File: config.mk
export PLATFORM = sky130hd
export DESIGN_NAME = arp_header_parser_top
export DESIGN_NICKNAME = d
export VERILOG_FILES = /design/src/design/ahp_pkg.sv /design/src/design/ahp_front.sv /design/src/design/ahp_queue.sv /design/src/design/ahp_back.sv /design/src/design/arp_header_parser_top.sv
export VERILOG_INCLUDE_DIRS = /design/src /design/src/design
export SDC_FILE = /design/constraint.sdc
export NUM_CORES = 2
export LEC_CHECK = 0
export BUFFER_PORTS_ARGS = -buffer_cell sky130_fd_sc_hd__buf_4
export CAP_MARGIN = 10
export CELL_PAD_IN_SITES_DETAIL_PLACEMENT = 0
export CELL_PAD_IN_SITES_GLOBAL_PLACEMENT = 1
export CORE_MARGIN = 2
export CORE_UTILIZATION = 32
export DETAILED_ROUTE_END_ITERATION = 7
export PLACE_DENSITY = 0.63
export RECOVER_POWER = 100
export SLEW_MARGIN = 40
export SYNTH_ARGS = -nofsm -noshare
export SYNTH_HDL_FRONTEND = slang
export SYNTH_SLANG_ARGS = --single-unit
File: constraint.sdc
create_clock -name clk -period 60.6 [get_ports clk]
set_clock_uncertainty 0.1 [all_clocks]
set_input_delay 6.06 -clock clk [delete_from_list [all_inputs] [get_ports clk]]
set_output_delay 6.06 -clock clk [all_outputs]
set_load 0.03 [all_outputs]
File: src/design/assert_macros.svh
// Assertion macros shared by the ARP header parser RTL.
// Depends on nothing; checks compile away when SYNTHESIS is defined.
`ifndef ASSERT_MACROS_SVH
`define ASSERT_MACROS_SVH
`ifndef SYNTHESIS
`define ASSERT_IMPLIES(lbl, clk, rst_n, ante, cons) \
	lbl: assert property (@(posedge clk) disable iff (!rst_n) (ante) |-> (cons)) \
		else $error("assertion failed");
`define ASSERT_NEXT(lbl, clk, rst_n, ante, cons) \
	lbl: assert property (@(posedge clk) disable iff (!rst_n) (ante) |=> (cons)) \
		else $error("assertion failed");
`else
`define ASSERT_IMPLIES(lbl, clk, rst_n, ante, cons)
`define ASSERT_NEXT(lbl, clk, rst_n, ante, cons)
`endif
`endif

File: src/design/ahp_pkg.sv
// Types and constants of the ARP header parser.
// Used by the front end, the packet queue, the back end and the top level.
package ahp_pkg;

	localparam int COUNTER_BITS_DEF = 11;
	localparam int LEN_BITS = 11;
	localparam int CAP_BITS = 11;
	localparam int WIRE_BITS = 16;

	localparam logic [CAP_BITS-1:0] CAP_MAX = '1;
	localparam logic [LEN_BITS-1:0] FIXED_HDR = 11'd8;

	localparam logic [15:0] FMT_ETHERNET = 16'h0001;
	localparam logic [15:0] FMT_IPV4 = 16'h0800;
	localparam logic [15:0] FMT_IPV6 = 16'h86DD;
	localparam logic [15:0] OP_REQUEST = 16'd1;
	localparam logic [15:0] OP_REPLY = 16'd2;
	localparam logic [7:0] ETH_ALEN = 8'd6;
	localparam logic [7:0] IPV4_ALEN = 8'd4;
	localparam logic [7:0] IPV6_ALEN = 8'd16;

	// Byte offsets inside the fixed header.
	localparam logic [2:0] OFS_HTYPE_HI = 3'd0;
	localparam logic [2:0] OFS_HTYPE_LO = 3'd1;
	localparam logic [2:0] OFS_PTYPE_HI = 3'd2;
	localparam logic [2:0] OFS_PTYPE_LO = 3'd3;
	localparam logic [2:0] OFS_HLEN = 3'd4;
	localparam logic [2:0] OFS_PLEN = 3'd5;
	localparam logic [2:0] OFS_OPER_HI = 3'd6;
	localparam logic [2:0] OFS_OPER_LO = 3'd7;

	typedef enum logic [1:0] {
		STATUS_OK = 2'd0,
		STATUS_MALFORMED = 2'd1,
		STATUS_SHORT = 2'd2
	} status_t;

	// Everything the back end needs to judge one finished packet.
	typedef struct packed {
		logic [15:0] hw_format;
		logic [15:0] proto_format;
		logic [7:0] hw_alen;
		logic [7:0] proto_alen;
		logic [15:0] opcode;
		logic [47:0] mac;
		logic [63:0] sender_hi;
		logic [63:0] sender_lo;
		logic [63:0] target_hi;
		logic [63:0] target_lo;
		logic [CAP_BITS-1:0] cap;
		logic [WIRE_BITS-1:0] wire_size;
	} pkt_rec_t;

endpackage

File: src/design/ahp_front.sv
// Front end of the ARP header parser: counts bytes, latches header fields
// and shifts in addresses. Depends on ahp_pkg; feeds ahp_queue.
module ahp_front import ahp_pkg::*; #(
	parameter int COUNTER_BITS = COUNTER_BITS_DEF
) (
	input  logic clk,
	input  logic arst_n,
	input  logic byte_valid,
	output logic byte_ready,
	input  logic [7:0] data_byte,
	input  logic last_byte,
	input  logic [WIRE_BITS-1:0] wire_length,
	output logic rec_valid,
	input  logic rec_ready,
	output pkt_rec_t rec
);

	localparam logic [COUNTER_BITS-1:0] CNT_MAX = '1;

	logic [COUNTER_BITS-1:0] cnt_q, cnt_d;
	logic [15:0] hw_fmt_q, hw_fmt_d, pr_fmt_q, pr_fmt_d, oper_q, oper_d;
	logic [7:0] hal_q, hal_d, pal_q, pal_d;
	logic [47:0] mac_q, mac_d;
	logic [63:0] s_hi_q, s_hi_d, s_lo_q, s_lo_d, t_hi_q, t_hi_d, t_lo_q, t_lo_d;
	logic [LEN_BITS-1:0] s_start, s_end, t_start, t_end;
	logic is_ip, is_eth, accept;
	logic in_sender, in_mac, in_target;

	// Only a last byte needs room in the queue; other bytes keep flowing.
	assign byte_ready = rec_ready || !last_byte;
	assign accept = byte_valid && byte_ready;
	assign rec_valid = accept && last_byte;

	assign is_ip = (pr_fmt_q == FMT_IPV4) || (pr_fmt_q == FMT_IPV6);
	assign is_eth = hw_fmt_q == FMT_ETHERNET;

	// Address windows follow the fixed header: sender hw, sender proto,
	// target hw, target proto.
	assign s_start = FIXED_HDR + LEN_BITS'(hal_q);
	assign s_end = s_start + LEN_BITS'(pal_q);
	assign t_start = s_end + LEN_BITS'(hal_q);
	assign t_end = t_start + LEN_BITS'(pal_q);

	assign in_sender = is_ip && cnt_q >= COUNTER_BITS'(s_start) && cnt_q < COUNTER_BITS'(s_end);
	assign in_mac = is_eth && cnt_q >= COUNTER_BITS'(s_end) && cnt_q < COUNTER_BITS'(t_start);
	assign in_target = is_ip && cnt_q >= COUNTER_BITS'(t_start) && cnt_q < COUNTER_BITS'(t_end);

	always_comb begin
		hw_fmt_d = hw_fmt_q;
		pr_fmt_d = pr_fmt_q;
		hal_d = hal_q;
		pal_d = pal_q;
		oper_d = oper_q;
		mac_d = mac_q;
		s_hi_d = s_hi_q;
		s_lo_d = s_lo_q;
		t_hi_d = t_hi_q;
		t_lo_d = t_lo_q;
		if (cnt_q < COUNTER_BITS'(FIXED_HDR)) begin
			unique case (cnt_q[2:0])
				OFS_HTYPE_HI: hw_fmt_d[15:8] = data_byte;
				OFS_HTYPE_LO: hw_fmt_d[7:0] = data_byte;
				OFS_PTYPE_HI: pr_fmt_d[15:8] = data_byte;
				OFS_PTYPE_LO: pr_fmt_d[7:0] = data_byte;
				OFS_HLEN: hal_d = data_byte;
				OFS_PLEN: pal_d = data_byte;
				OFS_OPER_HI: oper_d[15:8] = data_byte;
				OFS_OPER_LO: oper_d[7:0] = data_byte;
				default: ;
			endcase
		end else begin
			if (in_sender) begin
				s_hi_d = {s_hi_q[55:0], s_lo_q[63:56]};
				s_lo_d = {s_lo_q[55:0], data_byte};
			end
			if (in_mac) begin
				mac_d = {mac_q[39:0], data_byte};
			end
			if (in_target) begin
				t_hi_d = {t_hi_q[55:0], t_lo_q[63:56]};
				t_lo_d = {t_lo_q[55:0], data_byte};
			end
		end
		cnt_d = (cnt_q == CNT_MAX) ? cnt_q : cnt_q + 1'b1;
	end

	// The captured count only matters against values below 2048, so a wider
	// counter is clamped for the record.
	always_comb begin
		rec.hw_format = hw_fmt_d;
		rec.proto_format = pr_fmt_d;
		rec.hw_alen = hal_d;
		rec.proto_alen = pal_d;
		rec.opcode = oper_d;
		rec.mac = mac_d;
		rec.sender_hi = s_hi_d;
		rec.sender_lo = s_lo_d;
		rec.target_hi = t_hi_d;
		rec.target_lo = t_lo_d;
		rec.wire_size = wire_length;
		if (cnt_d > COUNTER_BITS'(CAP_MAX)) begin
			rec.cap = CAP_MAX;
		end else begin
			rec.cap = cnt_d[CAP_BITS-1:0];
		end
	end

	always_ff @(posedge clk or negedge arst_n) begin
		if (!arst_n) begin
			cnt_q <= '0;
			hw_fmt_q <= '0;
			pr_fmt_q <= '0;
			hal_q <= '0;
			pal_q <= '0;
			oper_q <= '0;
			mac_q <= '0;
			s_hi_q <= '0;
			s_lo_q <= '0;
			t_hi_q <= '0;
			t_lo_q <= '0;
		end else if (accept) begin
			if (last_byte) begin
				cnt_q <= '0;
				hw_fmt_q <= '0;
				pr_fmt_q <= '0;
				hal_q <= '0;
				pal_q <= '0;
				oper_q <= '0;
				mac_q <= '0;
				s_hi_q <= '0;
				s_lo_q <= '0;
				t_hi_q <= '0;
				t_lo_q <= '0;
			end else begin
				cnt_q <= cnt_d;
				hw_fmt_q <= hw_fmt_d;
				pr_fmt_q <= pr_fmt_d;
				hal_q <= hal_d;
				pal_q <= pal_d;
				oper_q <= oper_d;
				mac_q <= mac_d;
				s_hi_q <= s_hi_d;
				s_lo_q <= s_lo_d;
				t_hi_q <= t_hi_d;
				t_lo_q <= t_lo_d;
			end
		end
	end

endmodule

File: src/design/ahp_queue.sv
// Two-entry queue of finished packet records between front and back end.
// Depends on ahp_pkg.
module ahp_queue import ahp_pkg::*; (
	input  logic clk,
	input  logic arst_n,
	input  logic wr_valid,
	output logic wr_ready,
	input  pkt_rec_t wr_rec,
	output logic rd_valid,
	input  logic rd_ready,
	output pkt_rec_t rd_rec
);

	pkt_rec_t mem_q [2];
	logic wr_ptr_q, rd_ptr_q;
	logic [1:0] count_q;
	logic push, pop;

	assign wr_ready = count_q != 2'd2;
	assign rd_valid = count_q != 2'd0;
	assign push = wr_valid && wr_ready;
	assign pop = rd_valid && rd_ready;
	assign rd_rec = mem_q[rd_ptr_q];

	always_ff @(posedge clk) begin
		if (push) begin
			mem_q[wr_ptr_q] <= wr_rec;
		end
	end

	always_ff @(posedge clk or negedge arst_n) begin
		if (!arst_n) begin
			wr_ptr_q <= 1'b0;
			rd_ptr_q <= 1'b0;
			count_q <= 2'd0;
		end else begin
			if (push) begin
				wr_ptr_q <= !wr_ptr_q;
			end
			if (pop) begin
				rd_ptr_q <= !rd_ptr_q;
			end
			unique case ({push, pop})
				2'b10: count_q <= count_q + 2'd1;
				2'b01: count_q <= count_q - 2'd1;
				default: count_q <= count_q;
			endcase
		end
	end

endmodule

File: src/design/ahp_back.sv
// Back end of the ARP header parser: checks one packet record and loads
// the result register. Depends on ahp_pkg; fed by ahp_queue.
module ahp_back import ahp_pkg::*; (
	input  logic clk,
	input  logic arst_n,
	input  logic rec_valid,
	output logic rec_ready,
	input  pkt_rec_t rec,
	output logic result_valid,
	input  logic result_ready,
	output logic [1:0] status,
	output logic [15:0] op_code,
	output logic proto_is_ip,
	output logic proto_is_v6,
	output logic hw_is_eth,
	output logic [47:0] target_mac,
	output logic [63:0] sender_ip_hi,
	output logic [63:0] sender_ip_lo,
	output logic [63:0] target_ip_hi,
	output logic [63:0] target_ip_lo,
	output logic [LEN_BITS-1:0] header_length,
	output logic [WIRE_BITS-1:0] payload_length
);

	logic valid_q;
	logic load;
	logic [LEN_BITS-1:0] msg;
	status_t st;

	assign rec_ready = !valid_q || result_ready;
	assign load = rec_valid && rec_ready;
	assign result_valid = valid_q;

	assign msg = FIXED_HDR + LEN_BITS'({rec.hw_alen, 1'b0}) + LEN_BITS'({rec.proto_alen, 1'b0});

	always_comb begin
		priority if (rec.wire_size < WIRE_BITS'(FIXED_HDR)) begin
			st = STATUS_MALFORMED;
		end else if (rec.cap < CAP_BITS'(FIXED_HDR)) begin
			st = STATUS_SHORT;
		end else if (rec.wire_size < WIRE_BITS'(msg)) begin
			st = STATUS_MALFORMED;
		end else if (rec.cap < CAP_BITS'(msg)) begin
			st = STATUS_SHORT;
		end else if (rec.hw_format == FMT_ETHERNET && rec.hw_alen != ETH_ALEN) begin
			st = STATUS_MALFORMED;
		end else if (rec.proto_format == FMT_IPV4 && rec.proto_alen != IPV4_ALEN) begin
			st = STATUS_MALFORMED;
		end else if (rec.proto_format == FMT_IPV6 && rec.proto_alen != IPV6_ALEN) begin
			st = STATUS_MALFORMED;
		end else if (rec.opcode != OP_REQUEST && rec.opcode != OP_REPLY) begin
			st = STATUS_MALFORMED;
		end else begin
			st = STATUS_OK;
		end
	end

	always_ff @(posedge clk or negedge arst_n) begin
		if (!arst_n) begin
			valid_q <= 1'b0;
		end else if (rec_ready) begin
			valid_q <= rec_valid;
		end
	end

	// A failed packet reports only its status; every other field is zero.
	always_ff @(posedge clk) begin
		if (load) begin
			status <= st;
			if (st == STATUS_OK) begin
				op_code <= rec.opcode;
				proto_is_ip <= (rec.proto_format == FMT_IPV4) || (rec.proto_format == FMT_IPV6);
				proto_is_v6 <= rec.proto_format == FMT_IPV6;
				hw_is_eth <= rec.hw_format == FMT_ETHERNET;
				target_mac <= rec.mac;
				sender_ip_hi <= rec.sender_hi;
				sender_ip_lo <= rec.sender_lo;
				target_ip_hi <= rec.target_hi;
				target_ip_lo <= rec.target_lo;
				header_length <= msg;
				payload_length <= rec.wire_size - WIRE_BITS'(msg);
			end else begin
				op_code <= '0;
				proto_is_ip <= 1'b0;
				proto_is_v6 <= 1'b0;
				hw_is_eth <= 1'b0;
				target_mac <= '0;
				sender_ip_hi <= '0;
				sender_ip_lo <= '0;
				target_ip_hi <= '0;
				target_ip_lo <= '0;
				header_length <= '0;
				payload_length <= '0;
			end
		end
	end

endmodule

File: src/design/arp_header_parser_top.sv
// Top level of the ARP header parser.
// Depends on ahp_pkg, ahp_front, ahp_queue, ahp_back and assert_macros.svh.
`include "assert_macros.svh"

// The parser takes one ARP payload byte per cycle, with last_byte marking
// the final captured byte and wire_length giving the on-wire size. Each
// packet yields exactly one result transaction, passed from the queue to
// the result register when the output is free. The sustained rate is one
// byte per clock while byte_ready is high; the byte counter and its address
// window compares set that path. A two-entry queue of packet records
// decouples the byte front end from the checking back end, so byte_ready
// drops only when both entries are taken and a last byte has nowhere to
// go. Failed packets report their status with all other fields zero.
module arp_header_parser_top import ahp_pkg::*; #(
	parameter int COUNTER_BITS = COUNTER_BITS_DEF
) (
	input  logic clk,
	input  logic arst_n,
	input  logic byte_valid,
	output logic byte_ready,
	input  logic [7:0] data_byte,
	input  logic last_byte,
	input  logic [WIRE_BITS-1:0] wire_length,
	output logic result_valid,
	input  logic result_ready,
	output logic [1:0] status,
	output logic [15:0] op_code,
	output logic proto_is_ip,
	output logic proto_is_v6,
	output logic hw_is_eth,
	output logic [47:0] target_mac,
	output logic [63:0] sender_ip_hi,
	output logic [63:0] sender_ip_lo,
	output logic [63:0] target_ip_hi,
	output logic [63:0] target_ip_lo,
	output logic [LEN_BITS-1:0] header_length,
	output logic [WIRE_BITS-1:0] payload_length
);

	logic f_valid, f_ready, q_valid, q_ready;
	pkt_rec_t f_rec, q_rec;

	ahp_front #(
		.COUNTER_BITS(COUNTER_BITS)
	) u_front (
		.clk(clk),
		.arst_n(arst_n),
		.byte_valid(byte_valid),
		.byte_ready(byte_ready),
		.data_byte(data_byte),
		.last_byte(last_byte),
		.wire_length(wire_length),
		.rec_valid(f_valid),
		.rec_ready(f_ready),
		.rec(f_rec)
	);

	ahp_queue u_queue (
		.clk(clk),
		.arst_n(arst_n),
		.wr_valid(f_valid),
		.wr_ready(f_ready),
		.wr_rec(f_rec),
		.rd_valid(q_valid),
		.rd_ready(q_ready),
		.rd_rec(q_rec)
	);

	ahp_back u_back (
		.clk(clk),
		.arst_n(arst_n),
		.rec_valid(q_valid),
		.rec_ready(q_ready),
		.rec(q_rec),
		.result_valid(result_valid),
		.result_ready(result_ready),
		.status(status),
		.op_code(op_code),
		.proto_is_ip(proto_is_ip),
		.proto_is_v6(proto_is_v6),
		.hw_is_eth(hw_is_eth),
		.target_mac(target_mac),
		.sender_ip_hi(sender_ip_hi),
		.sender_ip_lo(sender_ip_lo),
		.target_ip_hi(target_ip_hi),
		.target_ip_lo(target_ip_lo),
		.header_length(header_length),
		.payload_length(payload_length)
	);

	// A finished packet is always waiting in the queue right after its last byte.
	`ASSERT_NEXT(a_last_queued, clk, arst_n, byte_valid && byte_ready && last_byte, q_valid)
	// Failed packets carry nothing but their status.
	`ASSERT_IMPLIES(a_fail_zero, clk, arst_n, result_valid && status != STATUS_OK, op_code == '0 && header_length == '0 && payload_length == '0 && target_mac == '0)
	// A good packet has a legal opcode and a message of at least the fixed header.
	`ASSERT_IMPLIES(a_ok_sane, clk, arst_n, result_valid && status == STATUS_OK, (op_code == OP_REQUEST || op_code == OP_REPLY) && header_length >= FIXED_HDR)
	`ASSERT_IMPLIES(a_v6_is_ip, clk, arst_n, result_valid && proto_is_v6, proto_is_ip)

endmodule

==> results.yml <==
timing:
  layout_setup_ws_ns: 38.37
  tightest_slew_ns: 8.35
  period_minus_slack_ns: 22.23
  setup_violations: 0
  drv_slew: 3169
  timing.final.crit_share: 0.367
  hold_viol: 0
  rsz0062_at_grt: "no"
  clock.fmax_ghz: 0.0450
  relSlewSlack: -4.56
  finalSetupTns_ns: 0
power:
  p_per_area_mw_per_mm2: 45.7
  switching_power_mw: 1.17
  power_frac_seq: 0.434
  ir_drop_mv: 0.0219
  p_int_mw: 2.27
  combPwrFrac: 0.268
  switching_share: 0.341
  p_leak_nw: 28.7
  pwr-share-clk: 0.299
placement:
  post-place-ws_ns: 47.52
  dpl.hpwl_um: 109000
  gp_routability_congestion: 0.786
  io_buffers: 381
  place_inst: 7820
yosys:
  netlist_area_mm2: 0.0658
  synth_ff_type: "edfxtp_1"
  synthArstFlopShare: 0.252
  synth_top_family_by_area: "multiplexers"
  synth_edf_count: 1139
  synthAdderAreaFrac: 0.0211
  synth-simple-area-share: 0.0870
  synth-compound-area-share: 0.0921
  synth_cell_types: 71
  avgSynthCellArea_um2: 13.2
  synth_cells: 5004
  yosys-mux-area-fraction: 0.0948
  synth_xor_area_frac: 0.00777
  synth_sequential_area_ratio: 0.666
  synth-seq-cells: 1523
  synth_warnings: 0
clock_tree:
  postCtsSetupBuffers: 0
  cts_tree: "yes"
  clk-insertion-delay-late_ns: 0.82
  cts_sinks: 1523
  clockBufferDepth: 3
  cts_hold_buf: 0
  cts_root_buf: "clkbuf_16"
  clk_pin_slew_ns: 0.06
  cts_resized: 0
  cts_made_buffers: 165
  h-tree-depth: 4
finish:
  fill_cells: 19800
  stdcell_count: 8133
  drive_gt1_frac: 0.0652
  final_common_cell: "edfxtp_1"
  fin_util: 0.368
  fin_nets: 5439
  layout_common_cells: "edfxtp_1, o21ai_0, clkbuf_1"
  area_growth_pct: 14.4
drt:
  via_per_inst: 4.97
  post_drt_wl_per_cell_um: 21.4
  drc: 0
  routed_wirelength_um: 174000
  first_pass_iters: 5
  dr.first_iter.drc_count: 2932
  antenna_left: 0
  vias: 40400
global_routing:
  gr-total-overflow: 0
  antenna_found_initial: 11
  grt_pass1_vias: 40500
  grt_max_degree: 142
  grt_pass1_wl_um: 260000
  track_usage: 0.162
floorplan:
  pin_count: 383
  die_x_um: 458
  core_area_mm2: 0.205
  initial_utilization: 0.322
  die-area_mm2: 0.209
  die_h_um: 458
  rows: 166
setup_path:
  critical_path_class: "in2reg"
  critPathCaptureType: "register"
  crit_arrival_ns: 22.43
  required_ns: 60.80
  cp_max_fo: 73
  worst_setup_path_start_kind: "input port"
flow_run:
  cap_violations: 52
worst_hold_path:
  hold_path.class: "reg2reg"
outcome:
  violations: "max-capacitance violations, max-slew violations"
  outcome: "finished with violations"
-- registers in the layout, indices dropped and copies added, names as in the netlist, 48 cells and up --
| signal | count |
|---|---|
| u_queue.mem_q | 788 |
| u_back.sender_ip_hi | 64 |
| u_back.sender_ip_lo | 64 |
| u_back.target_ip_hi | 64 |
| u_back.target_ip_lo | 64 |
| u_front.s_hi_q | 64 |
| u_front.s_lo_q | 64 |
| u_front.t_hi_q | 64 |
| u_front.t_lo_q | 64 |
| u_back.target_mac | 48 |
| u_front.mac_q | 48 |
-- cells by family (layout without fill, tap and decap cells) --
logic type | Yosys count | in the layout
other cells | 1 | 17
simple gates | 1257 | 1257
xor+xnor | 56 | 56
flops | 1523 | 1523
mux | 590 | 590
buf+inv | 513 | 938
fa+ha+maj | 108 | 108
compound gates | 956 | 956
-- metrics by stage --
| stage | instance area, um2 | hold slack, ns | power, mW |
|---|---|---|---|
| after global placement | 71400 | 0.372 | 2.48 |
| after CTS | 77300 | 0.396 | 3.55 |
| final | 75300 | 0.396 | 3.44 |
| after detailed placement | 71700 | 0.385 | 2.51 |
| after floorplan | 65900 | 0.356 | 2.23 |
| after global routing | 75300 | 0.411 | 3.62 |
-- synth_stat cells, types with 61 or more instances --
cell,count,area [um2]
inv_1,185,694
o21ai_0,566,2830
nand3_1,141,706
dfrtp_1,384,9610
nand2_1,416,1560
mux2_1,163,1840
nor2_1,372,1400
buf_2,61,305
nor2b_1,178,1110
clkbuf_1,236,886
o32a_1,110,1100
ha_1,103,1290
mux2_2,105,1180
mux2i_1,322,3220
edfxtp_1,1139,34200
-- cell type report --
type                    instances  area (um2)  area share
diodes                          2        5.00   0.0000664
clock buffers                 210        4400      0.0584
clock inverters                98        1180      0.0156
inverters                     185         694     0.00922
multi-input cells            2982       20100       0.266
flip-flops and latches       1523       43800       0.582
well taps                    2688        3360      0.0446
repair buffers                445        1820      0.0242
-- power by group through the flow --
stage	registers [mW]	clock network [mW]	logic (mW)
global route	1.52	1.10	1.01
detailed placement	1.50	0	1.01
CTS	1.48	1.06	1.01
floorplan	1.71	0	0.519
global placement	1.50	0	0.981
finish	1.49	1.03	0.921
-- final timing paths --
check / startpoint / to / slack, ns / cells past startpoint
setup / recovery: last_byte / u_queue.mem_q[1][80]$_DFFE_PP_ / 38.37 / 8
max in group asynchronous: arst_n / u_front.s_hi_q[41]$_DFFE_PN0P_ / 43.12 / 5
min in group asynchronous: arst_n / u_front.t_hi_q[61]$_DFFE_PN0P_ / 5.93 / 1
setup reg to reg: u_queue.rd_ptr_q$_DFFE_PN0P_ / u_back.sender_ip_lo[7]$_SDFFCE_PP0P_ / 40.85 / 21
hold / removal: u_front.t_hi_q[60]$_DFFE_PN0P_ / u_front.t_hi_q[60]$_DFFE_PN0P_ / 0.40 / 2
hold reg to reg: u_front.t_hi_q[60]$_DFFE_PN0P_ / u_front.t_hi_q[60]$_DFFE_PN0P_ / 0.40 / 2
-- metal layers --
layer / global-route usage / vias to the layer above / wire, um
met5: 0 / - / 74
li1: - / 19000 / -
met4: 0.0527 / 10 / 5020
met2: 0.271 / 788 / 84600
met3: 0.0294 / 249 / 7700
met1: 0.213 / 20400 / 76300
-- critical path, stage by stage --
cell and delay (ns):
clkbuf_1 1.17, nand3b_1 0.62, and2_0 2.00, and3_1 2.03, clkbuf_1 2.58, clkbuf_1 1.81, clkbuf_1 2.56, clkbuf_1 3.43
Note: power is estimated with default switching activity, not from simulation.
